**src/sv/salc_pkg.sv**
```systemverilog
// Shared types and constants of the set-associative LRU cache tag store.
// Used by every module of the block; depends on nothing else.
package salc_pkg;

  localparam int ADDR_W     = 64;
  localparam int WAYS       = 8;
  localparam int SETS       = 128;
  localparam int LINE_BYTES = 32;

  localparam int OFFS_W = $clog2(LINE_BYTES);
  localparam int SET_W  = $clog2(SETS);
  localparam int WAY_W  = $clog2(WAYS);
  localparam int RANK_W = $clog2(WAYS);
  localparam int TAG_W  = ADDR_W - OFFS_W - SET_W;

  localparam logic [WAY_W-1:0]  LastWay  = WAY_W'(WAYS - 1);
  localparam logic [RANK_W-1:0] TopRank  = RANK_W'(WAYS - 1);

  // One set of the tag store: all ways side by side.
  typedef struct packed {
    logic [WAYS-1:0]              valid;
    logic [WAYS-1:0]              dirty;
    logic [WAYS-1:0][RANK_W-1:0]  rank;
    logic [WAYS-1:0][TAG_W-1:0]   tag;
  } row_t;

  typedef enum logic [1:0] {
    ST_IDLE,
    ST_SCAN,
    ST_UPDATE
  } state_e;

  // Sequencer controls toward the datapath.
  typedef struct packed {
    logic             in_ready;
    logic             start;
    logic             step;
    logic [WAY_W-1:0] idx;
    logic             commit;
  } ctrl_t;

  // Outcome of the way scan.
  typedef struct packed {
    logic             hit;
    logic [WAY_W-1:0] hit_way;
    logic [WAY_W-1:0] victim;
  } scan_t;

  // One result item.
  typedef struct packed {
    logic             hit;
    logic [WAY_W-1:0] way;
    logic             evicted;
    logic             writeback;
    logic [TAG_W-1:0] victim_tag;
  } res_t;

endpackage

```
**src/sv/salc_ctrl.sv**
```systemverilog
// Sequencer: accepts an access, steps the way scan, then commits the set.
// Depends on salc_pkg.
module salc_ctrl
  import salc_pkg::*;
(
  input  logic  clk_i,
  input  logic  rst_ni,
  input  logic  in_valid_i,
  input  logic  out_free_i,
  output ctrl_t ctrl_o
);

  state_e           state_q, state_d;
  logic [WAY_W-1:0] idx_q, idx_d;

  always_comb begin
    state_d = state_q;
    idx_d   = idx_q;
    unique case (state_q)
      ST_IDLE: begin
        idx_d = '0;
        if (in_valid_i) begin
          state_d = ST_SCAN;
        end
      end
      ST_SCAN: begin
        idx_d = idx_q + WAY_W'(1);
        if (idx_q == LastWay) begin
          state_d = ST_UPDATE;
        end
      end
      ST_UPDATE: begin
        if (out_free_i) begin
          state_d = ST_IDLE;
        end
      end
      default: state_d = ST_IDLE;
    endcase
  end

  always_comb begin
    ctrl_o = '0;
    ctrl_o.idx = idx_q;
    unique case (state_q)
      ST_IDLE: begin
        ctrl_o.in_ready = 1'b1;
        ctrl_o.start    = in_valid_i;
      end
      ST_SCAN: begin
        ctrl_o.step = 1'b1;
      end
      ST_UPDATE: begin
        ctrl_o.commit = out_free_i;
      end
      default: ctrl_o = '0;
    endcase
  end

  always_ff @(posedge clk_i or negedge rst_ni) begin
    if (!rst_ni) begin
      state_q <= ST_IDLE;
      idx_q   <= '0;
    end else begin
      state_q <= state_d;
      idx_q   <= idx_d;
    end
  end

endmodule

```
**config.mk**
```make
export PLATFORM = sky130hd
export DESIGN_NAME = salc_ctrl
export DESIGN_NICKNAME = d
export VERILOG_FILES = /design/src/sv/salc_pkg.sv /design/src/sv/salc_ctrl.sv
export SDC_FILE = /design/constraint.sdc
export NUM_CORES = 1
export LEC_CHECK = 0
export BUFFER_PORTS_ARGS = -buffer_cell sky130_fd_sc_hd__buf_2
export CELL_PAD_IN_SITES_DETAIL_PLACEMENT = 0
export CELL_PAD_IN_SITES_GLOBAL_PLACEMENT = 2
export CORE_AREA = 2 2 39 41
export CTS_CLUSTER_DIAMETER = 50
export CTS_CLUSTER_SIZE = 14
export DETAILED_ROUTE_END_ITERATION = 8
export DIE_AREA = 0 0 41 43
export PLACE_DENSITY = 0.6
export SYNTH_ARGS = -nofsm -noshare
export SYNTH_HDL_FRONTEND = slang
export SYNTH_SLANG_ARGS = --single-unit
```
**constraint.sdc**
```tcl
create_clock -name clk_i -period 3.2 [get_ports clk_i]
set_input_delay 0.32 -clock clk_i [delete_from_list [all_inputs] [get_ports clk_i]]
set_output_delay 0.32 -clock clk_i [all_outputs]
set_load 0.01 [all_outputs]
```
==> metrics.cfg <==
[clocking]
clock_sinks = 5
clk_path_buf_depth = 2
cts_setup_buffers = 0
clk_pin_slew_ns = 0.04
cts_buffers = 3
cts.repair.resized = 0
tritoncts = done
cts-root-buf = clkbuf_4
insertion_delay_ns = 0.24
cts_htree_levels = 1

[place]
io_buffers = 10
postPlaceCellArea_um2 = 344
gp_congestion = 0.721
dp_hpwl_um = 438

[synthesis]
synth-xor-area-share_pct = 0
synthMuxAreaShare_pct = 5.33
synthAdderAreaFrac_pct = 8.89
synth_top_area_cell = dfrtp_1
yosys.area_share.simple_pct = 26.7
yosys-top-cells-area = dfrtp_1 44%, and2_1 8.9%, ha_1 8.9%
synth_nets = 31
synth_top_area_share_pct = 44.4
ys_seq_area_share_pct = 44.4
syn_area_per_cell_um2 = 11.3
synth_cell_type_count = 14
ys_ff_latch = 5
yosys_warnings = 0
synth_top_family_by_area = simple AND/OR/NAND/NOR gates
synth_compound_area_share_pct = 12.0
synth_area_um2 = 282
netlist_instances = 25

[power]
ir_drop_uv = 284
powerDensity_nw_per_um2 = 908
p_leak_uw = 0.000209

[layout]
stdcell_area_um2 = 380
regArea_um2 = 125
fin_util_pct = 27.5
diodes = 0
multi_input_comb_area_um2 = 149
drive_above_1_share_pct = 41.0
nets = 46
fill_cells = 154
area_growth_pct = 35.1
final_cell_mix = 10 x buf_2, 5 x dfrtp_1, 4 x and2_1
layout_commonest_cell = buf_2

[route]
vias = 223
postRouteWirelength_um = 552
dr.pass1.iters = 2
via_per_inst = 4.05
postRouteAntennaNets = 0
route.detailed.drc = 0
post_drt_wl_per_cell_um = 10.0
dr.first_iter.drc_count = 1

[global_routing]
grt_pass1_wl_mm = 1.06
top_usage_layer = met2
grt.total_usage_pct = 9.08
grtUsageMet3_pct = 5.76
grt_pass1_vias = 247
overflow = 0
grtUsageMet1_pct = 10.5
antenna_found_initial = 0
grt_use_met2_pct = 12.8
grt_max_degree = 10

[setup_path]
worst_setup_path_start_kind = flop
required_ns = 2.88
path_max_fanout = 9
path_class = reg -> out
cp.arrival_ns = 1.18
end_kind = primary output

[timing]
hold_violations = 0
rsz0062_at_grt = no
setup-tns-final_ns = 0
skew_ns = 0.00192
min_period_ns = 1.50
slew_viol_final = 0
setup_viol = 0
fmax_mhz = 665
tightestPinTransition_ns = 0.322
relSlewSlack_pct = 78.6
min_period_over_period_pct = 47.0
hold_ws_ns = 0.354

[floorplan]
die_area_um2 = 1760
die_x_um = 41
chipHeight_um = 43
coreArea_um2 = 1380
initial_utilization_pct = 20.3
fp-row-count = 14
boundaryPins = 11

[min_path]
hold_class = in -> reg

[flow_run]
maxCapViolCount = 0

[run_status]
status = completed

==> flip-flops by register name (all words and copies together), names as in the netlist <==
signal and cells:
state_q 2, idx_q 3
==> where the power goes <==
part	switching [uW]	internal [uW]	total (uW)
Combinational	65.6	89.2	155
Sequential	29.5	88.7	118
Clock	25.2	47.1	72.3
==> final timing paths <==
kind	from	end	slack, ns	cells past startpoint
worst max register to register	idx_q[0]	state_q[0]	1.96	4
min in group asynchronous	rst_ni	idx_q[1]	0.42	2
worst min-delay path	in_valid_i	state_q[0]	0.35	3
worst min register to register	idx_q[1]	idx_q[1]	0.54	1
worst max-delay path	state_q[1]	ctrl_o[2]	1.70	3
max in group asynchronous	rst_ni	state_q[1]	2.65	2
==> cell type report <==
class                   instances  area share (%)
repair buffers                 11            15.8
clock buffers                   4            6.91
flip-flops and latches          5            32.9
well taps                      16            5.26
multi-input cells              19            39.1
==> cells in the mapped netlist, drive strengths merged <==
master  number
nand2        2
or2b         1
nor3b        1
buf          1
a21oi        1
a22o         2
dfrtp        5
and2         4
nor2         2
ha           2
a21o         1
nand2b       1
mux2         1
nor2b        1
==> critical path, cell delays in order, from the launching register on <==
cell     delay (ns)
dfrtp_1        0.52
nand2_1        0.12
and2_1         0.17
buf_2          0.13
==> cell families (layout without fill, tap and decap cells) <==
group / Yosys count / count (layout)
buffers and inverters: 1 / 15
muxes: 1 / 1
and+or+nand+nor: 12 / 12
DFF: 5 / 5
adders and majority gates: 2 / 2
AOI/OAI and AO/OA: 4 / 4
==> repair_timing <==
item                                    4_1_cts  5_1_grt
hold endpoints to repair                      5        0
endpoints found under the setup margin        0        0
hold buffers                                  1        0
==> routing by layer <==
metal	up-vias	wire (um)
met3	0	61
met2	11	253
met4	0	0
met1	98	237
li1	114	-
met5	-	0
==> stage by stage <==
step / cells / worst slack, ns / power, uW
6_report: 55 / 1.70 / 345
5_1_grt: 55 / 1.55 / 390
4_1_cts: 55 / 1.67 / 354
3_5_place_dp: 50 / 1.93 / 279
3_3_place_gp: 50 / 1.95 / 272
2_1_floorplan: 25 / 1.99 / 223
Note: power is estimated with default switching activity, not from simulation.
