<file path="config.mk">
export PLATFORM = sky130hd
export DESIGN_NAME = salc_update
export DESIGN_NICKNAME = d
export VERILOG_FILES = /design/src/sv/salc_pkg.sv /design/src/sv/salc_update.sv
export SDC_FILE = /design/constraint.sdc
export NUM_CORES = 1
export LEC_CHECK = 0
export ABC_AREA = 1
export BUFFER_PORTS_ARGS = -buffer_cell sky130_fd_sc_hd__buf_2
export CAP_MARGIN = 15
export CORE_AREA = 5 5 398 400
export DETAILED_ROUTE_END_ITERATION = 6
export DIE_AREA = 0 0 403 405
export SYNTH_ARGS = -nofsm -noshare
export SYNTH_HDL_FRONTEND = slang
export SYNTH_SLANG_ARGS = --single-unit
</file>
<file path="constraint.sdc">
create_clock -name vclk -period 3.05
set_input_delay 0.4575 -clock vclk [all_inputs]
set_output_delay 0.4575 -clock vclk [all_outputs]
set_load 0.1 [all_outputs]
</file>
<file path="src/sv/salc_pkg.sv">
// Shared types and constants of the set-associative LRU cache tag store.
// Used by every module of the block; depends on nothing else.
package salc_pkg;

  localparam int ADDR_W     = 64;
  localparam int WAYS       = 8;
  localparam int SETS       = 128;
  localparam int LINE_BYTES = 32;

  localparam int OFFS_W = $clog2(LINE_BYTES);
  localparam int SET_W  = $clog2(SETS);
  localparam int WAY_W  = $clog2(WAYS);
  localparam int RANK_W = $clog2(WAYS);
  localparam int TAG_W  = ADDR_W - OFFS_W - SET_W;

  localparam logic [WAY_W-1:0]  LastWay  = WAY_W'(WAYS - 1);
  localparam logic [RANK_W-1:0] TopRank  = RANK_W'(WAYS - 1);

  // One set of the tag store: all ways side by side.
  typedef struct packed {
    logic [WAYS-1:0]              valid;
    logic [WAYS-1:0]              dirty;
    logic [WAYS-1:0][RANK_W-1:0]  rank;
    logic [WAYS-1:0][TAG_W-1:0]   tag;
  } row_t;

  typedef enum logic [1:0] {
    ST_IDLE,
    ST_SCAN,
    ST_UPDATE
  } state_e;

  // Sequencer controls toward the datapath.
  typedef struct packed {
    logic             in_ready;
    logic             start;
    logic             step;
    logic [WAY_W-1:0] idx;
    logic             commit;
  } ctrl_t;

  // Outcome of the way scan.
  typedef struct packed {
    logic             hit;
    logic [WAY_W-1:0] hit_way;
    logic [WAY_W-1:0] victim;
  } scan_t;

  // One result item.
  typedef struct packed {
    logic             hit;
    logic [WAY_W-1:0] way;
    logic             evicted;
    logic             writeback;
    logic [TAG_W-1:0] victim_tag;
  } res_t;

endpackage

</file>
<file path="src/sv/salc_update.sv">
// Builds the updated set row and the result item from the scan outcome.
// Depends on salc_pkg.
module salc_update
  import salc_pkg::*;
(
  input  row_t             row_i,
  input  scan_t            scan_i,
  input  logic [TAG_W-1:0] tag_i,
  input  logic             write_i,
  output row_t             row_o,
  output res_t             res_o
);

  logic [WAY_W-1:0]  w;
  logic [RANK_W-1:0] old_rank;
  logic              old_valid;

  assign w         = scan_i.hit ? scan_i.hit_way : scan_i.victim;
  assign old_rank  = row_i.rank[w];
  assign old_valid = row_i.valid[w];

  always_comb begin
    row_o = row_i;
    // Move the touched way to most recent; ways ranked above it drop by one.
    for (int i = 0; i < WAYS; i++) begin
      if (row_i.rank[i] > old_rank) begin
        row_o.rank[i] = row_i.rank[i] - RANK_W'(1);
      end
    end
    row_o.rank[w] = TopRank;
    if (scan_i.hit) begin
      row_o.dirty[w] = row_i.dirty[w] | write_i;
    end else begin
      row_o.valid[w] = 1'b1;
      row_o.dirty[w] = write_i;
      row_o.tag[w]   = tag_i;
    end
  end

  always_comb begin
    res_o.hit        = scan_i.hit;
    res_o.way        = w;
    res_o.evicted    = !scan_i.hit && old_valid;
    res_o.writeback  = !scan_i.hit && old_valid && row_i.dirty[w];
    res_o.victim_tag = (!scan_i.hit && old_valid) ? row_i.tag[w] : '0;
  end

endmodule

</file>
==> summary.md <==
* **status** complete, but fails checks
* **failing checks** setup timing
* **class of the most critical setup path** in2out
* **leakage power figure** 0.0137 uW
* **overall power after layout** 12100 uW
* **Slew Limit Headroom** 0.438
* **RSZ-0062 raised after global routing** true
* **vias in the first global route** 20000
* **crit end category** output pin
* **initial antenna violation count** 96
* **Die Width** 403 microns
* **final cycle utilization of the critical path** 1.04
* **Pre-antenna DRT Iters** 5
* **routed length per placed instance** 35.1 microns
* **Crit path required time** 2590 ps
* **cells after synthesis** 1771
* **Most common cell on crit path** sky130_fd_sc_hd__buf_12
* **power density over the cells** 398 mW/mm^2
* **# hold bufs at CTS** 0
* **slowest stage delay, CP** 280 ps
* **share of layout cells above drive strength 1** 0.665
* **number of ports placed on the die boundary** 1030
* **full die area** 0.163 sq mm
* **Setup crit start kind** input pin
* **Setup-failing EPs final** 58
* **overflow left after global routing** 0
* **non-filler cells, final** 5006
* **Detail Placement HPWL** 152 mm
* **highest ir drop seen on vdd** 0.220 mV
* **register area share after synthesis** 0
* **global router's overall resource usage** 0.199
* **drc violations** 0
* **wire length of the first global-routing pass** 216 mm
* **clock buffer instance count of the final layout** 0
* **minimum setup slack in the final design** -136 ps
* **synthesized netlist net count** 2311
* **Total Wirelength** 176 mm
* **Vert. Die Dim** 405 microns
* **number of failing hold endpoints at the final stage** 0
* **largest net degree at the start of global routing** 49
* **post-synthesis instance area** 0.00885 sq mm
* **CP cell instances** buf_12, buf_4, nand2_4, nand2_8, nand2_8, o22ai_4, nor3_4, o2111ai_4, buf_12, ha_4, nand4_1, nand2_2, nand2_2, nand3_4, buf_12
* **effective utilization at floorplan** 0.0571
* **DR vias** 20800
* **Worst path slowest cell** sky130_fd_sc_hd__ha_4
* **Worst EP arrival** 2730 ps
* **routed via count divided by cell count** 4.16
* **final-layout fill cell count** 17200
* **post-synthesis cell type count** 39
* **sequential cell area** 0 sq um
* **final number of max-transition violations** 0
* **synthesized area divided by synthesized cell count** 4.99 sq um
* **routability congestion estimate** 0.995
* **number of buffers inserted by port buffering** 1030
* **placed cells** 4924
* **count of yosys warnings during synthesis** 0
* **maximum clock frequency** 0.314 GHz
* **synthesis-to-finish area growth** 244%
* **min Tclk post-route** 3190 ps
* **Post-layout nets** 3447
* **slew at the pin closest to its max-slew limit** 842 ps
* **highest net fanout along the worst path** 5
* **floorplan core area** 0.155 sq mm
* **count of routing violations after the opening detailed-route iteration** 2112
* **number of routed nets with antenna violations** 0
* **worst min path class** in2out
* **max-cap check violation count** 0
* **standard-cell rows** 145
* **sequential cell count of the final layout** 0
-- logic make-up (layout without fill, tap and decap cells) --
kind of cell,after synthesis,after routing,share of synthesized area
and+or+nand+nor,836,836,0.410
AOI/OAI and AO/OA,632,632,0.416
buffers and inverters,271,1405,0.132
adders and majority gates,24,24,0.0339
xor gates and xnor gates,8,8,0.00792
other,0,43,0
-- Yosys cell counts (2+ instances only) --
cell type                   number  area [sq um]
sky130_fd_sc_hd__a21oi_1         3          15.0
sky130_fd_sc_hd__buf_1           8          30.0
sky130_fd_sc_hd__buf_2          57           285
sky130_fd_sc_hd__buf_4           8          60.1
sky130_fd_sc_hd__buf_6           6          67.6
sky130_fd_sc_hd__clkbuf_1       64           240
sky130_fd_sc_hd__ha_1           24           300
sky130_fd_sc_hd__inv_1         122           458
sky130_fd_sc_hd__inv_2           5          18.8
sky130_fd_sc_hd__nand2_1       523          1960
sky130_fd_sc_hd__nand2_2        20           125
sky130_fd_sc_hd__nand2_4         3          33.8
sky130_fd_sc_hd__nand3_1        83           415
sky130_fd_sc_hd__nand3b_1        8          60.1
sky130_fd_sc_hd__nand4_1        20           125
sky130_fd_sc_hd__nor2_1         90           338
sky130_fd_sc_hd__nor2_2         45           282
sky130_fd_sc_hd__nor2_4          2          22.5
sky130_fd_sc_hd__nor3_1          5          25.0
sky130_fd_sc_hd__nor4_1          3          18.8
sky130_fd_sc_hd__o2111ai_1      31           272
sky130_fd_sc_hd__o211ai_1        6          45.0
sky130_fd_sc_hd__o21ai_0       403          2020
sky130_fd_sc_hd__o21ai_1        15          75.1
sky130_fd_sc_hd__o21ai_4         2          32.5
sky130_fd_sc_hd__o22a_1         55           482
sky130_fd_sc_hd__o22ai_1       112           701
sky130_fd_sc_hd__or2_1           3          18.8
sky130_fd_sc_hd__or2_2          28           175
sky130_fd_sc_hd__xor2_1          8          70.1
-- critical path, delay by kind of cell --
kind                     cells  cell delay (ps)
adder cells (fa/ha/maj)      1              280
buffers and inverters        4              640
AND/OR/NAND/NOR              8             1060
AO/OA/AOI/OAI                2              240
-- layout make-up --
class	instances	area, sq um	share of cell area
repair buffers	1277	15800	0.521
diodes	43	108	0.00354
well taps	2058	2570	0.0847
inverters	128	495	0.0163
multi-input cells	1500	11400	0.374
-- worst paths after layout --
kind                        from          to  slack [ps]  cells past startpoint
worst max-delay path   scan_i[6]  row_o[437]        -140                     15
worst min-delay path  row_i[187]  row_o[187]        1300                      4
-- layout by cell type, fill, tap and decap left out, drive strengths merged, types with 6 or more instances in the layout --
| master | n |
|---|---|
| o22ai | 112 |
| nand3 | 84 |
| nor2 | 137 |
| o2111ai | 31 |
| ha | 24 |
| nand3b | 8 |
| buf | 1270 |
| nand4 | 20 |
| o22a | 55 |
| diode | 43 |
| or2 | 32 |
| inv | 128 |
| nor3 | 6 |
| o21ai | 421 |
| xor2 | 8 |
| o211ai | 6 |
| nand2 | 546 |
-- per-layer routing --
| layer | part of all wire | wire (microns) | global-route usage |
|---|---|---|---|
| met5 | 0.0020 | 358 | 0 |
| met4 | 0.058 | 10200 | 0.0824 |
| met3 | 0.11 | 18600 | 0.0755 |
| met2 | 0.46 | 81100 | 0.331 |
| met1 | 0.37 | 65200 | 0.230 |
-- power by group --
group / total, uW / switching [uW] / internal (uW)
combinational: 12100 / 8240 / 3850
sequential: 0 / 0 / 0
clock: 0.00117 / 0 / 0.00117
total: 12100 / 8240 / 3850
-- metrics by stage --
step | cell area (sq um) | utilization | TNS (ps) | worst slack, ps | hold slack (ps)
after global routing | 30300 | 0.196 | -9440 | -241 | 1320
after floorplan | 11900 | - | -50850 | -696 | 1130
final | 30400 | 0.196 | -3230 | -136 | 1300
after CTS | 29500 | 0.190 | -2540 | -162 | 1310
after global placement | 28800 | 0.186 | -31720 | -678 | 1300
after detailed placement | 28800 | 0.186 | -33630 | -784 | 1310
-- timing repair --
action | CTS | global route
endpoints found under the setup margin | 89 | 82
pin swaps | 38 | 68
buffers inserted | 10 | 22
cloned | 4 | 4
gates resized for setup | 88 | 93
(Power assumes the default switching activity.)
