<file path="config.mk">
export PLATFORM = sky130hd
export DESIGN_NAME = salc_way_scan
export DESIGN_NICKNAME = d
export VERILOG_FILES = /design/src/sv/salc_pkg.sv /design/src/sv/salc_way_scan.sv
export SDC_FILE = /design/constraint.sdc
export NUM_CORES = 1
export LEC_CHECK = 0
export ABC_AREA = 0
export BUFFER_PORTS_ARGS = -buffer_cell sky130_fd_sc_hd__buf_2
export CORE_AREA = 4 4 201 203
export DETAILED_ROUTE_END_ITERATION = 12
export DIE_AREA = 0 0 205 207
export GPL_TIMING_DRIVEN = 0
export MAX_ROUTING_LAYER = met4
export SLEW_MARGIN = 20
export SYNTH_ARGS = -nofsm -noshare
export SYNTH_HDL_FRONTEND = slang
export SYNTH_SLANG_ARGS = --single-unit
</file>
<file path="constraint.sdc">
create_clock -name clk_i -period 2.8 [get_ports clk_i]
set_clock_uncertainty 0.2 [all_clocks]
set_input_delay 0.14 -clock clk_i [delete_from_list [all_inputs] [get_ports clk_i]]
set_output_delay 0.14 -clock clk_i [all_outputs]
set_load 0.005 [all_outputs]
</file>
<file path="src/sv/salc_pkg.sv">
// Shared types and constants of the set-associative LRU cache tag store.
// Used by every module of the block; depends on nothing else.
package salc_pkg;

  localparam int ADDR_W     = 64;
  localparam int WAYS       = 8;
  localparam int SETS       = 128;
  localparam int LINE_BYTES = 32;

  localparam int OFFS_W = $clog2(LINE_BYTES);
  localparam int SET_W  = $clog2(SETS);
  localparam int WAY_W  = $clog2(WAYS);
  localparam int RANK_W = $clog2(WAYS);
  localparam int TAG_W  = ADDR_W - OFFS_W - SET_W;

  localparam logic [WAY_W-1:0]  LastWay  = WAY_W'(WAYS - 1);
  localparam logic [RANK_W-1:0] TopRank  = RANK_W'(WAYS - 1);

  // One set of the tag store: all ways side by side.
  typedef struct packed {
    logic [WAYS-1:0]              valid;
    logic [WAYS-1:0]              dirty;
    logic [WAYS-1:0][RANK_W-1:0]  rank;
    logic [WAYS-1:0][TAG_W-1:0]   tag;
  } row_t;

  typedef enum logic [1:0] {
    ST_IDLE,
    ST_SCAN,
    ST_UPDATE
  } state_e;

  // Sequencer controls toward the datapath.
  typedef struct packed {
    logic             in_ready;
    logic             start;
    logic             step;
    logic [WAY_W-1:0] idx;
    logic             commit;
  } ctrl_t;

  // Outcome of the way scan.
  typedef struct packed {
    logic             hit;
    logic [WAY_W-1:0] hit_way;
    logic [WAY_W-1:0] victim;
  } scan_t;

  // One result item.
  typedef struct packed {
    logic             hit;
    logic [WAY_W-1:0] way;
    logic             evicted;
    logic             writeback;
    logic [TAG_W-1:0] victim_tag;
  } res_t;

endpackage

</file>
<file path="src/sv/salc_way_scan.sv">
// Shared tag compare and victim tracker, stepped over the ways one per cycle.
// Depends on salc_pkg.
module salc_way_scan
  import salc_pkg::*;
(
  input  logic             clk_i,
  input  logic             rst_ni,
  input  ctrl_t            ctrl_i,
  input  row_t             row_i,
  input  logic [TAG_W-1:0] tag_i,
  output scan_t            scan_o
);

  logic              hit_q, hit_d;
  logic [WAY_W-1:0]  hit_way_q, hit_way_d;
  logic [WAY_W-1:0]  victim_q, victim_d;
  logic              have_inv_q, have_inv_d;
  logic              have_cand_q, have_cand_d;
  logic [RANK_W-1:0] best_q, best_d;

  logic              way_valid;
  logic [RANK_W-1:0] way_rank;
  logic              match;

  assign way_valid = row_i.valid[ctrl_i.idx];
  assign way_rank  = row_i.rank[ctrl_i.idx];
  assign match     = way_valid && (row_i.tag[ctrl_i.idx] == tag_i);

  always_comb begin
    hit_d       = hit_q;
    hit_way_d   = hit_way_q;
    victim_d    = victim_q;
    have_inv_d  = have_inv_q;
    have_cand_d = have_cand_q;
    best_d      = best_q;
    if (ctrl_i.start) begin
      hit_d       = 1'b0;
      hit_way_d   = '0;
      victim_d    = '0;
      have_inv_d  = 1'b0;
      have_cand_d = 1'b0;
      best_d      = '0;
    end else if (ctrl_i.step) begin
      if (match && !hit_q) begin
        hit_d     = 1'b1;
        hit_way_d = ctrl_i.idx;
      end
      // The last invalid way wins; otherwise the first way of lowest rank.
      if (!way_valid) begin
        victim_d   = ctrl_i.idx;
        have_inv_d = 1'b1;
      end else if (!have_inv_q && (!have_cand_q || way_rank < best_q)) begin
        victim_d    = ctrl_i.idx;
        have_cand_d = 1'b1;
        best_d      = way_rank;
      end
    end
  end

  always_ff @(posedge clk_i or negedge rst_ni) begin
    if (!rst_ni) begin
      hit_q       <= 1'b0;
      hit_way_q   <= '0;
      victim_q    <= '0;
      have_inv_q  <= 1'b0;
      have_cand_q <= 1'b0;
      best_q      <= '0;
    end else begin
      hit_q       <= hit_d;
      hit_way_q   <= hit_way_d;
      victim_q    <= victim_d;
      have_inv_q  <= have_inv_d;
      have_cand_q <= have_cand_d;
      best_q      <= best_d;
    end
  end

  assign scan_o.hit     = hit_q;
  assign scan_o.hit_way = hit_way_q;
  assign scan_o.victim  = victim_q;

endmodule

</file>
==> results.md <==
| Quantity | Reported |
|---|---|
| RSZ-0062 raised after global routing | yes |
| Final layout net count | 1510 |
| Pins Over Slew Limit | 0 |
| Critical R2R Capture | hit_way_q[1] |
| Wire length of the first global-routing pass | 50200 um |
| Pin count of the biggest net entering global routing | 13 |
| Core area | 0.0385 mm^2 |
| Endpoint of the most critical setup path | hit_way_q[1] |
| Most used flip-flop cell after synthesis | sky130_fd_sc_hd__dfrtp_1 |
| Sequential-to-total area share from yosys stat | 6.33% |
| Slack of the worst reg-to-reg path | 0.73 ns |
| Data required time of the critical path | 2.70 ns |
| Count of buffers inserted at the top-level ports | 512 |
| Drc violations | 0 |
| Max-cap violations | 0 |
| Area post-placement | 0.00800 mm^2 |
| Post-synthesis async set-or-reset flop share | 100% |
| Die extent in x | 205 um |
| Worst reg2reg path startpoint | hit_q |
| Critical Path Most Common Cell | sky130_fd_sc_hd__buf_8 |
| Count of different cell masters after synthesis | 56 |
| Initial antenna violation count | 8 |
| Worst-path clk slew | 0.04 ns |
| Routed via count | 6540 |
| Post-route antenna net violation count | 0 |
| Final worst-path setup slack | -0.0354 ns |
| Cells traversed along the worst timing path | buf_8 > buf_8 > buf_4 > nor2_4 > a22oi_1 > and4_1 > or2_2 > nor4_1 > or4b_4 > o21ai_1 > a21oi_1 |
| Total of fill cells in the finished design | 4185 |
| Vias in the first global route | 7199 |
| Effective utilization at floorplan | 12.3% |
| Crit end category | flop |
| Post-synthesis cell count | 435 |
| Worst Tran Pin Value | 0.555 ns |
| Period minus WS final | 2.84 ns |
| Most frequent cells in the layout | 510 x sky130_fd_sc_hd__buf_2, 77 x sky130_fd_sc_hd__mux4_2, 74 x sky130_fd_sc_hd__mux2i_1 |
| Data arrival time of the worst path | 2.73 ns |
| Placer congestion estimate | 0.959 |
| Pre-antenna DRT Iters | 4 |
| Total half-perimeter wirelength after legalization and detailed placement | 32100 um |
| Worst supply voltage drop on vdd | 157 uV |
| Fraction of layout instances using a drive strength above 1 | 74.0% |
| Source-to-sink clock delay at the later pin of the worst-skew pair | 0.23 ns |
| Layout overhead on the synthesized area | 91.8% |
| Buffer cell driving the clock tree root | sky130_fd_sc_hd__clkbuf_16 |
| Number of enable-type register cells in the synthesized netlist | 0 |
| Clock net sink count | 12 |
| Top-level port count | 524 |
| Violations in the final reports | negative setup slack |
| Detail-routed via count per cell | 4.32 |
| Mapped cell area | 0.00474 mm^2 |
| Critical Path Source | ctrl_i[1] |
| Slowest cell on crit path | sky130_fd_sc_hd__or4b_4 |
| Setup violators final | 3 |
| Synthesized Nets | 954 |
| Cell Pwr Density | 212 mW/mm^2 |
| Top achievable clock speed | 0.353 GHz |
| Worst-path maximum fanout | 7 |
| Headroom to the max-slew limit | 63.0% |
| Final routed wirelength across all metal layers | 37800 um |
| Result of the run | finished with violations |
| Residual overflow from global routing | 0 |
| Final Cell Area | 0.00910 mm^2 |
| Synthesized area divided by synthesized cell count | 10.9 um^2 |
| Startpoint-to-endpoint class of the critical path | in -> reg |
| Clock tree buffer depth | 2 |
| DR iter-0 viols | 351 |
| WL per Instance | 25.0 um |
| Hold Vio Cnt, Final | 0 |
| Hold Path Class | in -> async |
| Maximum level of the CTS H-tree | 1 |
| Finished Layout Cells | 1514 |
| Fin Hold WS | 0.122 ns |
| Die footprint | 0.0424 mm^2 |
| Die height | 207 um |
| Period utilization | 101% |
| Cell total after placement | 1465 |
| Synth warnings | 0 |
| CTS Buf Count | 3 |
| # rows | 72 |
| Global-route usage over all layers | 16.9% |
| Final Core Density | 23.7% |
| Total of flip-flops plus latches after synthesis | 12 |
| Clock tree from TritonCTS | yes |
| Static power due to leakage | 0.00434 uW |
| Type of element launching the critical path | input port |
| Most frequent standard cell in the layout excluding fill and tap cells | sky130_fd_sc_hd__buf_2 |
| Cell depth of the worst flop-to-flop path | 5 |
| Maximum single-stage delay on the critical path | 0.56 ns |
[worst max-delay path, delay by kind of cell]
kind | cells | cell delay, ns
AOI/OAI and AO/OA | 3 | 0.43
buffers and inverters | 3 | 0.38
and+or+nand+nor | 5 | 1.77
[worst min-delay path by stage]
stage                 from      endpoint  slack, ns  cells past startpoint
finish              rst_ni  hit_way_q[2]       0.12                      2
global route        rst_ni     best_q[2]       0.16                      2
CTS                 rst_ni    have_inv_q       0.14                      2
detailed placement  rst_ni    have_inv_q      -0.16                      1
global placement    rst_ni    have_inv_q      -0.17                      1
floorplan           rst_ni     best_q[0]      -0.36                      0
[stage by stage]
| step | power [uW] | TNS (ns) | setup slack [ns] |
|---|---|---|---|
| 5_1_grt | 2050 | -0.884 | -0.201 |
| 2_1_floorplan | 827 | -0.506 | -0.133 |
| 3_3_place_gp | 1440 | -11.37 | -1.50 |
| 3_5_place_dp | 1460 | -10.29 | -1.19 |
| 4_1_cts | 1930 | -0.227 | -0.0485 |
| 6_report | 1930 | -0.0855 | -0.0354 |
[repair_timing]
item	in CTS	in global routing
pin swaps	30	18
endpoints found under the hold margin	15	0
buffers inserted	29	7
endpoints found under the setup margin	10	10
hold buffers	3	0
gates cloned	2	0
gates resized for setup	123	22
[registers in the layout (all words and copies together) (netlist names)]
register / flops
best_q: 3
have_inv_q: 1
victim_q: 3
hit_q: 1
hit_way_q: 3
have_cand_q: 1
[synthesized netlist by cell type, types with 6 or more instances]
library cell	instances	area [um^2]
sky130_fd_sc_hd__mux2i_1	86	861
sky130_fd_sc_hd__mux4_2	77	1730
sky130_fd_sc_hd__xor2_1	24	210
sky130_fd_sc_hd__mux2_2	18	203
sky130_fd_sc_hd__nand2_1	18	67.6
sky130_fd_sc_hd__buf_2	14	70.1
sky130_fd_sc_hd__nor2_1	13	48.8
sky130_fd_sc_hd__o22ai_1	13	81.3
sky130_fd_sc_hd__a21oi_1	12	60.1
sky130_fd_sc_hd__a22oi_1	12	90.1
sky130_fd_sc_hd__buf_6	12	135
sky130_fd_sc_hd__dfrtp_1	12	300
sky130_fd_sc_hd__xnor2_1	11	96.3
sky130_fd_sc_hd__nand4_1	10	62.6
sky130_fd_sc_hd__o21ai_0	9	45.0
sky130_fd_sc_hd__buf_4	7	52.6
sky130_fd_sc_hd__inv_1	7	26.3
sky130_fd_sc_hd__and3_1	6	37.5
[cells by family after synthesis]
| family | Yosys count | share of synthesized area [%] |
|---|---|---|
| AOI/OAI and AO/OA | 73 | 10.4 |
| xor gates and xnor gates | 35 | 6.46 |
| adders and majority gates | 2 | 0.527 |
| buffers and inverters | 47 | 6.54 |
| DFF | 12 | 6.33 |
| muxes | 185 | 60.2 |
| and+or+nand+nor | 81 | 9.49 |
[per-layer routing]
layer  global-route usage, %  vias up  routed length [um]
met2                    30.6      397               19500
met4                    4.74        0                1050
met1                    19.7     3172               14700
met3                    1.86       46                2450
met5                       -        -                   0
li1                        -     2925                   -
[cell type report]
type / count / area (um^2) / share of cell area [%]
Buffer: 37 / 538 / 5.91
Timing Repair Buffer: 553 / 3020 / 33.2
Sequential cell: 12 / 300 / 3.30
Clock buffer: 4 / 88.8 / 0.976
Antenna cell: 6 / 15.0 / 0.165
Inverter: 8 / 30.0 / 0.330
Tap cell: 518 / 648 / 7.12
Multi-Input combinational cell: 376 / 4460 / 49.0
[where the power goes]
part	leakage, uW	total [uW]	internal (uW)	switching [uW]
clock network	0.0000442	285	215	69.6
registers	0.000163	191	184	6.28
logic	0.00413	1460	795	662
Power figures use the tool's default switching activity.
